[config.mk]
export PLATFORM = sky130hd
export DESIGN_NAME = film_audio_sync_error_tracker_core
export DESIGN_NICKNAME = d
export VERILOG_FILES = /design/src/hw/rtl/fasync_pkg.sv /design/src/hw/rtl/fasync_ram.sv /design/src/hw/rtl/film_audio_sync_error_tracker_core.sv
export SDC_FILE = /design/constraint.sdc
export NUM_CORES = 2
export LEC_CHECK = 0
export ABC_AREA = 1
export BUFFER_PORTS_ARGS = -buffer_cell sky130_fd_sc_hd__buf_2
export CAP_MARGIN = 20
export CORE_MARGIN = 2
export CORE_UTILIZATION = 55
export DETAILED_ROUTE_END_ITERATION = 6
export PLACE_DENSITY = 0.81
export SYNTH_ARGS = -nofsm -noshare
export SYNTH_HDL_FRONTEND = slang
export SYNTH_HIERARCHICAL = 1
export SYNTH_SLANG_ARGS = --single-unit
[constraint.sdc]
create_clock -name clock -period 6.6 [get_ports clock]
set_clock_uncertainty 0.1 [all_clocks]
set_input_delay 0.33 -clock clock [delete_from_list [all_inputs] [get_ports clock]]
set_output_delay 0.33 -clock clock [all_outputs]
set_load 0.01 [all_outputs]
[src/hw/rtl/fasync_pkg.sv]
// ----------------------------------------------------------------------------
// fasync_pkg
// Types and constants of the film audio sync error tracker.
// ----------------------------------------------------------------------------
`default_nettype none

package fasync_pkg;

   // Control sequencer states, one-hot.
   typedef enum logic [8:0] {
      ST_IDLE   = 9'b000000001,
      ST_DETECT = 9'b000000010,
      ST_MUL    = 9'b000000100,
      ST_ERR    = 9'b000001000,
      ST_ACC    = 9'b000010000,
      ST_LOAD   = 9'b000100000,
      ST_DIV1   = 9'b001000000,
      ST_DIV2   = 9'b010000000,
      ST_DONE   = 9'b100000000
   } state_type;

   // Pause detector codes.
   typedef enum logic [1:0] {
      NS_PLAYING = 2'd0,
      NS_PAUSE   = 2'd1,
      NS_PAUSED  = 2'd2,
      NS_RESUME  = 2'd3
   } next_state_type;

   // Configuration register indexes.
   localparam logic [1:0] CSR_SAMPLE_BASE   = 2'd0;
   localparam logic [1:0] CSR_IMPS_Q8       = 2'd1;
   localparam logic [1:0] CSR_SAMPLES_FRAME = 2'd2;
   localparam logic [1:0] CSR_PAUSE_TIMEOUT = 2'd3;

   // Configuration reset values.
   localparam logic [31:0] RST_SAMPLE_BASE   = 32'd0;
   localparam logic [23:0] RST_IMPS_Q8       = 24'd256;
   localparam logic [15:0] RST_SAMPLES_FRAME = 16'd1;
   localparam logic [15:0] RST_PAUSE_TIMEOUT = 16'd123;

   // Last step indexes of the serial units (counter is five bits wide).
   localparam logic [4:0] MUL_LAST = 5'd23;
   localparam logic [4:0] DIV_LAST = 5'd31;

endpackage

`default_nettype wire

[src/hw/rtl/fasync_ram.sv]
// ----------------------------------------------------------------------------
// fasync_ram
// Generic single-write, single-read RAM with a registered read port.
// ----------------------------------------------------------------------------
`default_nettype none

module fasync_ram #(
   parameter int WIDTH = 32,
   parameter int DEPTH = 6,
   localparam int ADDR_W = (DEPTH > 1) ? $clog2(DEPTH) : 1
) (
   input  wire logic              clock,
   input  wire logic              wr_en,
   input  wire logic [ADDR_W-1:0] wr_addr,
   input  wire logic [WIDTH-1:0]  wr_data,
   input  wire logic [ADDR_W-1:0] rd_addr,
   output logic      [WIDTH-1:0]  rd_data
);

   logic [WIDTH-1:0] mem_ff [DEPTH];

   // Write port and registered read port.
   always_ff @(posedge clock) begin
      if (wr_en) begin
         mem_ff[wr_addr] <= wr_data;
      end
      rd_data <= mem_ff[rd_addr];
   end

endmodule

`default_nettype wire

[src/hw/rtl/film_audio_sync_error_tracker_core.sv]
// ----------------------------------------------------------------------------
// film_audio_sync_error_tracker_core
// Per-tick audio sync error tracker: sliding-average sample error, frame
// offset and pause detection.
// ----------------------------------------------------------------------------
//
//   Channel   Direction  Handshake             Word
//   req_*     in         req_valid/req_ready   one control tick
//   rsp_*     out        rsp_valid/rsp_ready   avg error, frame offset, state
//   csr_*     in         csr_wr_en             register index and data
//
// A running tick goes from acceptance to a registered result through the
// detect step, the bit-serial multiplier, the error, window update and divider
// load steps and two passes of the shared one-bit-per-cycle divider.
// A tick with the decoder paused goes from the detect step to the final step.
// Synchronous reset clears the window (through per-entry valid bits) and all
// tracker state. req_ready is high only between ticks; a result waiting on a
// low rsp_ready holds the next tick at its final step.
//
`default_nettype none

module film_audio_sync_error_tracker_core
   import fasync_pkg::*;
#(
   parameter int WINDOW = 6
) (
   input  wire logic        clock,
   input  wire logic        reset,
   // Input words
   input  wire logic        req_valid,
   output logic             req_ready,
   input  wire logic [31:0] req_sample_count,
   input  wire logic [31:0] req_impulse_count,
   input  wire logic signed [13:0] req_offset_imps,
   input  wire logic        req_decoder_paused,
   input  wire logic [31:0] req_now_ms,
   // Result words
   output logic             rsp_valid,
   input  wire logic        rsp_ready,
   output logic signed [31:0] rsp_avg_error,
   output logic signed [31:0] rsp_frame_offset,
   output logic [1:0]       rsp_next_state,
   // Configuration writes
   input  wire logic        csr_wr_en,
   input  wire logic [1:0]  csr_index,
   input  wire logic [31:0] csr_wdata
);

   localparam int SLOT_W = (WINDOW > 1) ? $clog2(WINDOW) : 1;
   localparam logic [SLOT_W-1:0] SLOT_LAST = SLOT_W'(WINDOW - 1);
   localparam logic [15:0] WINDOW_DIV = 16'(WINDOW);

   // Control registers.
   state_type         state_ff, state_in;
   logic [4:0]        cnt_ff, cnt_in;
   logic              rsp_valid_ff, rsp_valid_in;
   logic [SLOT_W-1:0] slot_ff, slot_in;
   logic [WINDOW-1:0] vld_ff, vld_in;

   // Configuration registers.
   logic [31:0] base_ff, base_in;
   logic [23:0] q8_ff, q8_in;
   logic [15:0] spf_ff, spf_in;
   logic [15:0] timeout_ff, timeout_in;

   // Tracker state.
   logic [31:0] total_ff, total_in;
   logic [31:0] prev_sum_ff, prev_sum_in;
   logic [31:0] last_ms_ff, last_ms_in;
   logic [31:0] held_avg_ff, held_avg_in;
   logic [31:0] held_frames_ff, held_frames_in;

   // Latched tick and datapath.
   logic [31:0] sum_ff, sum_in;
   logic [31:0] samples_ff, samples_in;
   logic [31:0] now_ff, now_in;
   logic        paused_ff, paused_in;
   logic [1:0]  ns_ff, ns_in;
   logic [56:0] prod_ff, prod_in;
   logic [31:0] err_ff, err_in;
   logic [31:0] div_q_ff, div_q_in;
   logic [15:0] div_rem_ff, div_rem_in;
   logic [15:0] div_d_ff, div_d_in;
   logic        div_neg_ff, div_neg_in;

   // Output registers.
   logic [31:0] out_avg_ff, out_avg_in;
   logic [31:0] out_frames_ff, out_frames_in;
   logic [1:0]  out_ns_ff, out_ns_in;

   // Window memory ports.
   logic              ram_wr_en;
   logic [SLOT_W-1:0] ram_rd_addr;
   logic [31:0]       ram_rd_data;

   // Datapath helpers.
   logic [SLOT_W-1:0] slot_next;
   logic [32:0]       mul_add;
   logic [16:0]       rem_shift;
   logic              div_ge;
   logic [16:0]       rem_sub;
   logic [31:0]       div_q_next;
   logic [31:0]       old_entry;
   logic [31:0]       elapsed;
   logic              sum_changed;

   fasync_ram #(
      .WIDTH (32),
      .DEPTH (WINDOW)
   ) u_window (
      .clock   (clock),
      .wr_en   (ram_wr_en),
      .wr_addr (slot_ff),
      .wr_data (err_ff),
      .rd_addr (ram_rd_addr),
      .rd_data (ram_rd_data)
   );

   // Slot advance and the serial arithmetic steps.
   always_comb begin
      slot_next   = (slot_ff == SLOT_LAST) ? '0 : slot_ff + SLOT_W'(1);
      mul_add     = prod_ff[56:24] + (prod_ff[0] ? {1'b0, sum_ff} : 33'd0);
      rem_shift   = {div_rem_ff, div_q_ff[31]};
      div_ge      = rem_shift >= {1'b0, div_d_ff};
      rem_sub     = div_ge ? (rem_shift - {1'b0, div_d_ff}) : rem_shift;
      div_q_next  = {div_q_ff[30:0], div_ge};
      old_entry   = vld_ff[slot_ff] ? ram_rd_data : 32'd0;
      elapsed     = now_ff - last_ms_ff;
      sum_changed = sum_ff != prev_sum_ff;
      ram_rd_addr = slot_next;
      ram_wr_en   = (state_ff == ST_ACC);
   end

   // Sequencer and next values of all registers.
   always_comb begin
      state_in       = state_ff;
      cnt_in         = cnt_ff;
      rsp_valid_in   = rsp_valid_ff;
      slot_in        = slot_ff;
      vld_in         = vld_ff;
      base_in        = base_ff;
      q8_in          = q8_ff;
      spf_in         = spf_ff;
      timeout_in     = timeout_ff;
      total_in       = total_ff;
      prev_sum_in    = prev_sum_ff;
      last_ms_in     = last_ms_ff;
      held_avg_in    = held_avg_ff;
      held_frames_in = held_frames_ff;
      sum_in         = sum_ff;
      samples_in     = samples_ff;
      now_in         = now_ff;
      paused_in      = paused_ff;
      ns_in          = ns_ff;
      prod_in        = prod_ff;
      err_in         = err_ff;
      div_q_in       = div_q_ff;
      div_rem_in     = div_rem_ff;
      div_d_in       = div_d_ff;
      div_neg_in     = div_neg_ff;
      out_avg_in     = out_avg_ff;
      out_frames_in  = out_frames_ff;
      out_ns_in      = out_ns_ff;

      // The taken result frees the output register.
      if (rsp_valid_ff && rsp_ready) begin
         rsp_valid_in = 1'b0;
      end

      // Configuration writes.
      if (csr_wr_en) begin
         case (csr_index)
            CSR_SAMPLE_BASE:   base_in    = csr_wdata;
            CSR_IMPS_Q8:       q8_in      = csr_wdata[23:0];
            CSR_SAMPLES_FRAME: spf_in     = csr_wdata[15:0];
            CSR_PAUSE_TIMEOUT: timeout_in = csr_wdata[15:0];
            default: ;
         endcase
      end

      case (state_ff)
         // Take a tick and form the impulse sum.
         ST_IDLE: begin
            if (req_valid) begin
               sum_in     = req_impulse_count + {{18{req_offset_imps[13]}}, req_offset_imps};
               samples_in = req_sample_count;
               now_in     = req_now_ms;
               paused_in  = req_decoder_paused;
               state_in   = ST_DETECT;
            end
         end
         // Pause detector; start the multiplier on a running tick.
         ST_DETECT: begin
            prod_in = {33'd0, q8_ff};
            cnt_in  = '0;
            if (paused_ff) begin
               ns_in    = sum_changed ? NS_RESUME : NS_PAUSED;
               state_in = ST_DONE;
            end else begin
               if (sum_changed) begin
                  prev_sum_in = sum_ff;
                  last_ms_in  = now_ff;
                  ns_in       = NS_PLAYING;
               end else if (elapsed >= {16'd0, timeout_ff}) begin
                  ns_in = NS_PAUSE;
               end else begin
                  ns_in = NS_PLAYING;
               end
               state_in = ST_MUL;
            end
         end
         // Shift-add multiply, one factor bit per cycle.
         ST_MUL: begin
            prod_in = {1'b0, mul_add, prod_ff[23:1]};
            cnt_in  = cnt_ff + 5'd1;
            if (cnt_ff == MUL_LAST) begin
               state_in = ST_ERR;
            end
         end
         // Sample error and window read at the next slot.
         ST_ERR: begin
            err_in   = (samples_ff - base_ff) - prod_ff[39:8];
            slot_in  = slot_next;
            state_in = ST_ACC;
         end
         // Replace the oldest entry and update the running total.
         ST_ACC: begin
            total_in        = total_ff - old_entry + err_ff;
            vld_in[slot_ff] = 1'b1;
            state_in        = ST_LOAD;
         end
         // Load the divider with the magnitude of the total.
         ST_LOAD: begin
            div_neg_in = total_ff[31];
            div_q_in   = total_ff[31] ? (32'd0 - total_ff) : total_ff;
            div_rem_in = '0;
            div_d_in   = WINDOW_DIV;
            cnt_in     = '0;
            state_in   = ST_DIV1;
         end
         // Average: total over the window depth.
         ST_DIV1: begin
            div_q_in   = div_q_next;
            div_rem_in = rem_sub[15:0];
            cnt_in     = cnt_ff + 5'd1;
            if (cnt_ff == DIV_LAST) begin
               // The average keeps the total's sign, so its magnitude is the quotient.
               held_avg_in = div_neg_ff ? (32'd0 - div_q_next) : div_q_next;
               div_q_in    = div_q_next;
               div_rem_in  = '0;
               div_d_in    = (spf_ff == 16'd0) ? 16'd1 : spf_ff;
               state_in    = ST_DIV2;
            end
         end
         // Frame offset: average over samples per frame.
         ST_DIV2: begin
            div_q_in   = div_q_next;
            div_rem_in = rem_sub[15:0];
            cnt_in     = cnt_ff + 5'd1;
            if (cnt_ff == DIV_LAST) begin
               held_frames_in = div_neg_ff ? (32'd0 - div_q_next) : div_q_next;
               state_in       = ST_DONE;
            end
         end
         // Hand the result to the output register once it is free.
         ST_DONE: begin
            if (!rsp_valid_ff || rsp_ready) begin
               out_avg_in    = held_avg_ff;
               out_frames_in = held_frames_ff;
               out_ns_in     = ns_ff;
               rsp_valid_in  = 1'b1;
               state_in      = ST_IDLE;
            end
         end
         default: begin
            state_in = ST_IDLE;
         end
      endcase
   end

   // Control and tracker state with reset.
   always_ff @(posedge clock) begin
      if (reset) begin
         state_ff       <= ST_IDLE;
         cnt_ff         <= '0;
         rsp_valid_ff   <= 1'b0;
         slot_ff        <= '0;
         vld_ff         <= '0;
         base_ff        <= RST_SAMPLE_BASE;
         q8_ff          <= RST_IMPS_Q8;
         spf_ff         <= RST_SAMPLES_FRAME;
         timeout_ff     <= RST_PAUSE_TIMEOUT;
         total_ff       <= '0;
         prev_sum_ff    <= '0;
         last_ms_ff     <= '0;
         held_avg_ff    <= '0;
         held_frames_ff <= '0;
      end else begin
         state_ff       <= state_in;
         cnt_ff         <= cnt_in;
         rsp_valid_ff   <= rsp_valid_in;
         slot_ff        <= slot_in;
         vld_ff         <= vld_in;
         base_ff        <= base_in;
         q8_ff          <= q8_in;
         spf_ff         <= spf_in;
         timeout_ff     <= timeout_in;
         total_ff       <= total_in;
         prev_sum_ff    <= prev_sum_in;
         last_ms_ff     <= last_ms_in;
         held_avg_ff    <= held_avg_in;
         held_frames_ff <= held_frames_in;
      end
   end

   // Payload registers.
   always_ff @(posedge clock) begin
      sum_ff        <= sum_in;
      samples_ff    <= samples_in;
      now_ff        <= now_in;
      paused_ff     <= paused_in;
      ns_ff         <= ns_in;
      prod_ff       <= prod_in;
      err_ff        <= err_in;
      div_q_ff      <= div_q_in;
      div_rem_ff    <= div_rem_in;
      div_d_ff      <= div_d_in;
      div_neg_ff    <= div_neg_in;
      out_avg_ff    <= out_avg_in;
      out_frames_ff <= out_frames_in;
      out_ns_ff     <= out_ns_in;
   end

   // Ports.
   assign req_ready        = (state_ff == ST_IDLE);
   assign rsp_valid        = rsp_valid_ff;
   assign rsp_avg_error    = out_avg_ff;
   assign rsp_frame_offset = out_frames_ff;
   assign rsp_next_state   = out_ns_ff;

endmodule

`default_nettype wire

# Yosys cells after proc, flatten, opt, wreduce, memory -nomap -nowiden
# Memories as Yosys holds them, arrays and structs flattened. A register that Yosys moved wholly into a read port is not among the register bits.
# Index checks and enable logic that the tools add are counted.
[op_classes] n_div=0 shifts=0 n_mux=34 order_cmp=4 reduce_logical=25 n_mul=0 bitwise=2 n_eq_ne=21 add_sub_neg=12
[ops] operator="32-bit two-way mux" count=4
[ops] operator="32-bit subtractor" count=4
[ops] operator="57-bit case mux with 2 select lines" count=1
[ops] operator="9-bit case mux with 9 select lines" count=1
[ops] operator="32-bit adder" count=2
[ops] operator="16-bit two-way mux" count=4
[ops] operator="32-bit case mux with 2 select lines" count=1
[ops] operator="1-bit by 32-bit subtractor with 32-bit output (first input constant)" count=2
[ops] operator="9-bit two-way mux" count=6
[ops] operator="16-bit case mux with 3 select lines" count=1
[ops] operator="33-bit by 32-bit adder with 33-bit output" count=1
[ops] operator="32-bit by 16-bit greater-or-equal comparator with 1-bit output" count=1
[ops] operator="32-bit != test" count=1
[ops] operator="16-bit case mux with 2 select lines" count=1
[ops] operator="2-bit AND reduction" count=9
[ops] operator="17-bit by 16-bit greater-or-equal comparator with 1-bit output" count=1
[ops] operator="16-bit logical NOT" count=1
[ops] operator="16-bit subtractor" count=1
[ops] operator="5-bit equality test (second input constant)" count=2
[ops] operator="1-bit two-way mux" count=10
[ops] operator="2-bit != test (second input constant)" count=5
[ops] operator="5-bit case mux with 2 select lines" count=1
[ops] operator="9-bit by 1-bit equality test with 1-bit output (second input constant)" count=1
[ops] operator="9-bit by 2-bit equality test with 1-bit output (second input constant)" count=1
[ops] operator="30 further kinds" count=36
[word_totals] ramBits=192 out_inout_bits=68 in_bits=150 mem_count=1 latch_bits=0 ff_bits=591 rom_bits=0
[memory_table] memory="u_window.mem_ff" depth=6 word_bits=32 read_ports=1 rd_ports_with_merged_regs=1 wr=1 line_no="fasync_ram.sv:20" rtl="logic [WIDTH-1:0] mem_ff [DEPTH];"

# Logic depth before layout (Yosys ltp)
[depth] ltp_word=5 depth_mapped=25 depth_no_buf=24

# Cells and area by module
# Netlist, hierarchy kept.
[by_module_without_submodules] mod="film_audio_sync_error_tracker_core" seq_area_each_um2=14994.4 area_each_um2=35381.4 n_inst=1 cells_per_inst=4401
[by_module_without_submodules] mod="fasync_ram" seq_area_each_um2=6406.1 area_each_um2=8159.1 n_inst=1 cells_per_inst=627

# Worst setup path before layout
# No wires, ideal clock.
[synth_path] path_type="register to register" startpoint="reg state_ff[7]" endpoint="reg now_ff[0] (enable)" stages_incl_launch_ff=8 period_less_slack_ps=5824 required_time_ps=5946 path_buffers=0 setup_time_ps=554 setup_slack_ps=776 arrival_ps=5170 path_cell_list="dfxtp_1 > nor2_2 > inv_2 > nor2_4 > nand2_1 > nor2_1 > inv_1 > nor2_1"
[synth_via] elab_chain_len=2
[synth_rtl] item="start, declared" line_no="film_audio_sync_error_tracker_core.sv:54" rtl="state_type state_ff, state_in;"
[synth_rtl] item="start signal, assigned" line_no="film_audio_sync_error_tracker_core.sv:299" rtl="state_ff <= state_in;"
[synth_rtl] item="9-bit by 1-bit equality test with 1-bit output"
[synth_rtl] item="named net req_ready" line_no="film_audio_sync_error_tracker_core.sv:31" rtl="output logic req_ready,"
[synth_rtl] item="2-bit AND reduction (no source line)"
[synth_rtl] item="end signal, assigned" line_no="film_audio_sync_error_tracker_core.sv:320" rtl="now_ff <= now_in;"
[synth_rtl] item="end, declared" line_no="film_audio_sync_error_tracker_core.sv:76" rtl="logic [31:0] now_ff, now_in;"
# The timed path passes the listed nets, and every way through them passes these cells.
# A chain may end at the register's enable or synchronous reset.

# Worst setup path after layout
[layout_path] startpoint="reg slot_ff[0]" endpoint="reg total_ff[29]"
[layout_via] elab_chain_len=5
[layout_rtl] item="start, declared" line_no="film_audio_sync_error_tracker_core.sv:57" rtl="logic [SLOT_W-1:0] slot_ff, slot_in;"
[layout_rtl] item="start signal, assigned" line_no="film_audio_sync_error_tracker_core.sv:302" rtl="slot_ff <= slot_in;"
[layout_rtl] item="1-bit binary-select mux with 3-bit select" line_no="film_audio_sync_error_tracker_core.sv:127" rtl="old_entry = vld_ff[slot_ff] ? ram_rd_data : 32'd0;"
[layout_rtl] item="1-bit two-way mux (not written as such)" line_no="film_audio_sync_error_tracker_core.sv:127"
[layout_rtl] item="32-bit two-way mux" line_no="film_audio_sync_error_tracker_core.sv:127"
[layout_rtl] item="32-bit subtractor" line_no="film_audio_sync_error_tracker_core.sv:228" rtl="total_in = total_ff - old_entry + err_ff;"
[layout_rtl] item="32-bit adder" line_no="film_audio_sync_error_tracker_core.sv:228"
[layout_rtl] item="end signal, assigned" line_no="film_audio_sync_error_tracker_core.sv:308" rtl="total_ff <= total_in;"
[layout_rtl] item="end, declared" line_no="film_audio_sync_error_tracker_core.sv:67" rtl="logic [31:0] total_ff, total_in;"
# Every way passes these cells. The select of a mux whose other input is x is not followed.

==> results.toml <==
[clock_network]
cts_tree = "done"
clockBufferDepth = 3
htreeDepth = 3
path_clk_slew_ns = 0.06
insertion_delay_ns = 0.66
root_buffer = "clkbuf_16"
post_cts_resized = 0
cts_setup_buffers = 0
cts.sinks = 814
cts_made_buffers = 84
hold_buffers = 103

[yosys]
yosys_warnings = 6
ys_types = 65
synth-edff-count = 510
ys.flop_type = "edfxtp_1"
ys_seq_area_share_pct = 49.15
syn_area_um2 = 43540
ys_seq_elements = 814
synth_area_per_cell_um2 = 8.660
synth.net_count = 5439
synth_top_area_cell = "edfxtp_1"
async_reset_ff_share_pct = 0
synth_top_cell_area_share_pct = 35.17
synthTopCellsByArea = "edfxtp_1, dfxtp_1, nand2_1"
syn_inst = 5028

[pwr]
power.density_nw_per_um2 = 303.7
p_leak_nw = 21.87
total_power_w = 0.01508
irDropWorstVdd_mv = 0.4164

[floorplanning]
die_h_um = 285.4
io_pins = 218
start_util_pct = 55.30
die_w_um = 285.4
row_count = 103
fp.coreArea_um2 = 78740
dieArea_um2 = 81430

[finish]
area_delta_synth_final_pct = 14.01
drive_gt1_share_pct = 9.711
mostFrequentLayoutCells = "nand2_1, inv_1, nor2_1"
nets = 5735
final_util_pct = 63.04
top_regs = "u_window/mem_ff x192, prod_ff x56"
largest_register_ffs = 192
instances_no_fill = 6452
final_common_cell = "nand2_1"
top_register = "u_window/mem_ff"

[sta]
fin_crit_sh_pct = 67.69
tightest_slew_ns = 1.159
rsz0062_at_grt = "false"
setup_slack_ns = 2.132
slew_headroom_pct = 22.71
fin_crit_ns = 4.468
setup_tns_ns = 0
hold_violations = 0
slew_viol_final = 0
setup_viol = 0
fmax_ghz = 0.2238

[grt]
gr-total-overflow = 0
grt_pass1_wl_mm = 172.5
grt_max_degree = 105
grtUsageTotal_pct = 26.32
antenna_found_initial = 13
grt_pass1_vias = 33476

[detailed_routing]
ant_nets = 0
vias = 34681
first_pass_iters = 6
first_iter_violations = 2829
drc = 0
avgViaCountPerCell = 5.375
wl_per_cell_um = 16.90
finalWirelength_mm = 109.1

[place]
io_buffers = 217
post-place-cells = 6182
place_ws_ns = 1.726
place.gp.congestion = 0.9746
dpl.hpwl_mm = 77.44

[worst_setup_path]
path_max_fanout = 55
worstSetupPathType = "register to register"
critPathRequiredTime_ns = 7.01
cp-end-kind = "register"
cp-start-kind = "register"
arrival_ns = 4.88

[job]
maxCapViolations = 0

[status]
status = "complete, no violations"

[hold_path]
hp-class = "input port to register"
==> critical path, cell delays in order, from the launching register on <==
cell	delay (ns)
dfxtp_1	0.36
inv_2	0.08
buf_4	0.48
nor3_1	0.12
a22oi_1	0.16
nand3_1	0.11
inv_1	0.22
buf_16	0.21
nor2_1	0.07
fa_1	0.48
inv_1	0.04
ha_1	0.35
a21oi_1	0.25
o21ai_0	0.13
nand2_1	0.07
nand3_1	0.18
a21oi_2	0.33
o21ai_0	0.17
a21oi_1	0.14
o21ai_1	0.10
o211ai_1	0.09
inv_1	0.06
==> cells in the mapped netlist (7+ instances only) <==
master	number
or2_2	9
o21a_1	18
inv_1	767
o21ai_2	18
a21oi_2	11
nand2_1	888
ha_1	195
dfxtp_1	304
buf_1	14
buf_2	34
a21o_1	15
nand3_1	238
clkbuf_1	72
xnor2_1	62
nor3_1	46
buf_4	12
a21oi_1	378
a31oi_1	20
edfxtp_1	510
fa_1	66
buf_6	11
a211oi_1	7
nor2_1	576
o21ai_0	342
o21bai_1	7
nand2_2	8
o21ai_1	82
inv_2	26
nor4_1	19
nor2_2	15
nand4_1	41
o211ai_1	20
xor2_1	126
nand3b_1	7
nor3_2	7
==> layer usage <==
metal	share of wire (%)	wire length, µm	GRT usage, %
met3	5.5	5957	3.640
met4	4.4	4848	11.27
met1	41	45060	32.93
met5	0.076	83	0
met2	49	53110	45.66
==> per-stage QoR <==
| step | hold slack, ns | area, µm² |
|---|---|---|
| after global routing | 0.04348 | 49630 |
| after floorplan | 0.3003 | 43540 |
| final | 0.04770 | 49640 |
| after CTS | 0.02184 | 49550 |
| after global placement | 0.3023 | 45500 |
| after detailed placement | 0.3057 | 45500 |
==> logic make-up (layout without fill, tap and decap cells) <==
| logic type | Yosys count | after routing | share of synthesized area, % |
|---|---|---|---|
| flops | 814 | 814 | 49.15 |
| simple gates | 1884 | 1884 | 18.17 |
| fa+ha+maj | 261 | 261 | 8.638 |
| buf+inv | 940 | 1308 | 8.500 |
| compound gates | 941 | 941 | 11.76 |
| other cells | 0 | 6 | 0 |
| xor+xnor | 188 | 188 | 3.782 |
==> cell type report <==
cell class / count / area (µm²)
Fill cell: 6409 / 29100
Timing Repair Buffer: 353 / 2417
Clock inverter: 49 / 620.6
Multi-Input combinational cell: 3274 / 18470
Sequential cell: 814 / 21400
Inverter: 797 / 2997
Antenna cell: 6 / 15.01
Clock buffer: 109 / 2401
Tap cell: 1050 / 1314
==> worst paths after layout <==
path	startpoint	end	slack, ns	depth (start not counted)
setup / recovery	slot_ff[0]$_SDFFE_PP0P_	total_ff[29]$_SDFFE_PP0P_	2.13	21
hold / removal	csr_index[1]	base_ff[31]$_SDFFE_PP0P_	0.05	4
setup reg to reg	slot_ff[0]$_SDFFE_PP0P_	total_ff[29]$_SDFFE_PP0P_	2.13	21
hold reg to reg	ns_ff[1]$_DFFE_PP_	rsp_next_state[1]$_DFFE_PP_	0.32	0
==> power by group <==
group          internal (W)  total, W  switching, W
Clock               0.00297   0.00509       0.00212
Combinational       0.00134   0.00380       0.00247
Sequential          0.00593   0.00619      0.000258
(Power assumes the default switching activity.)
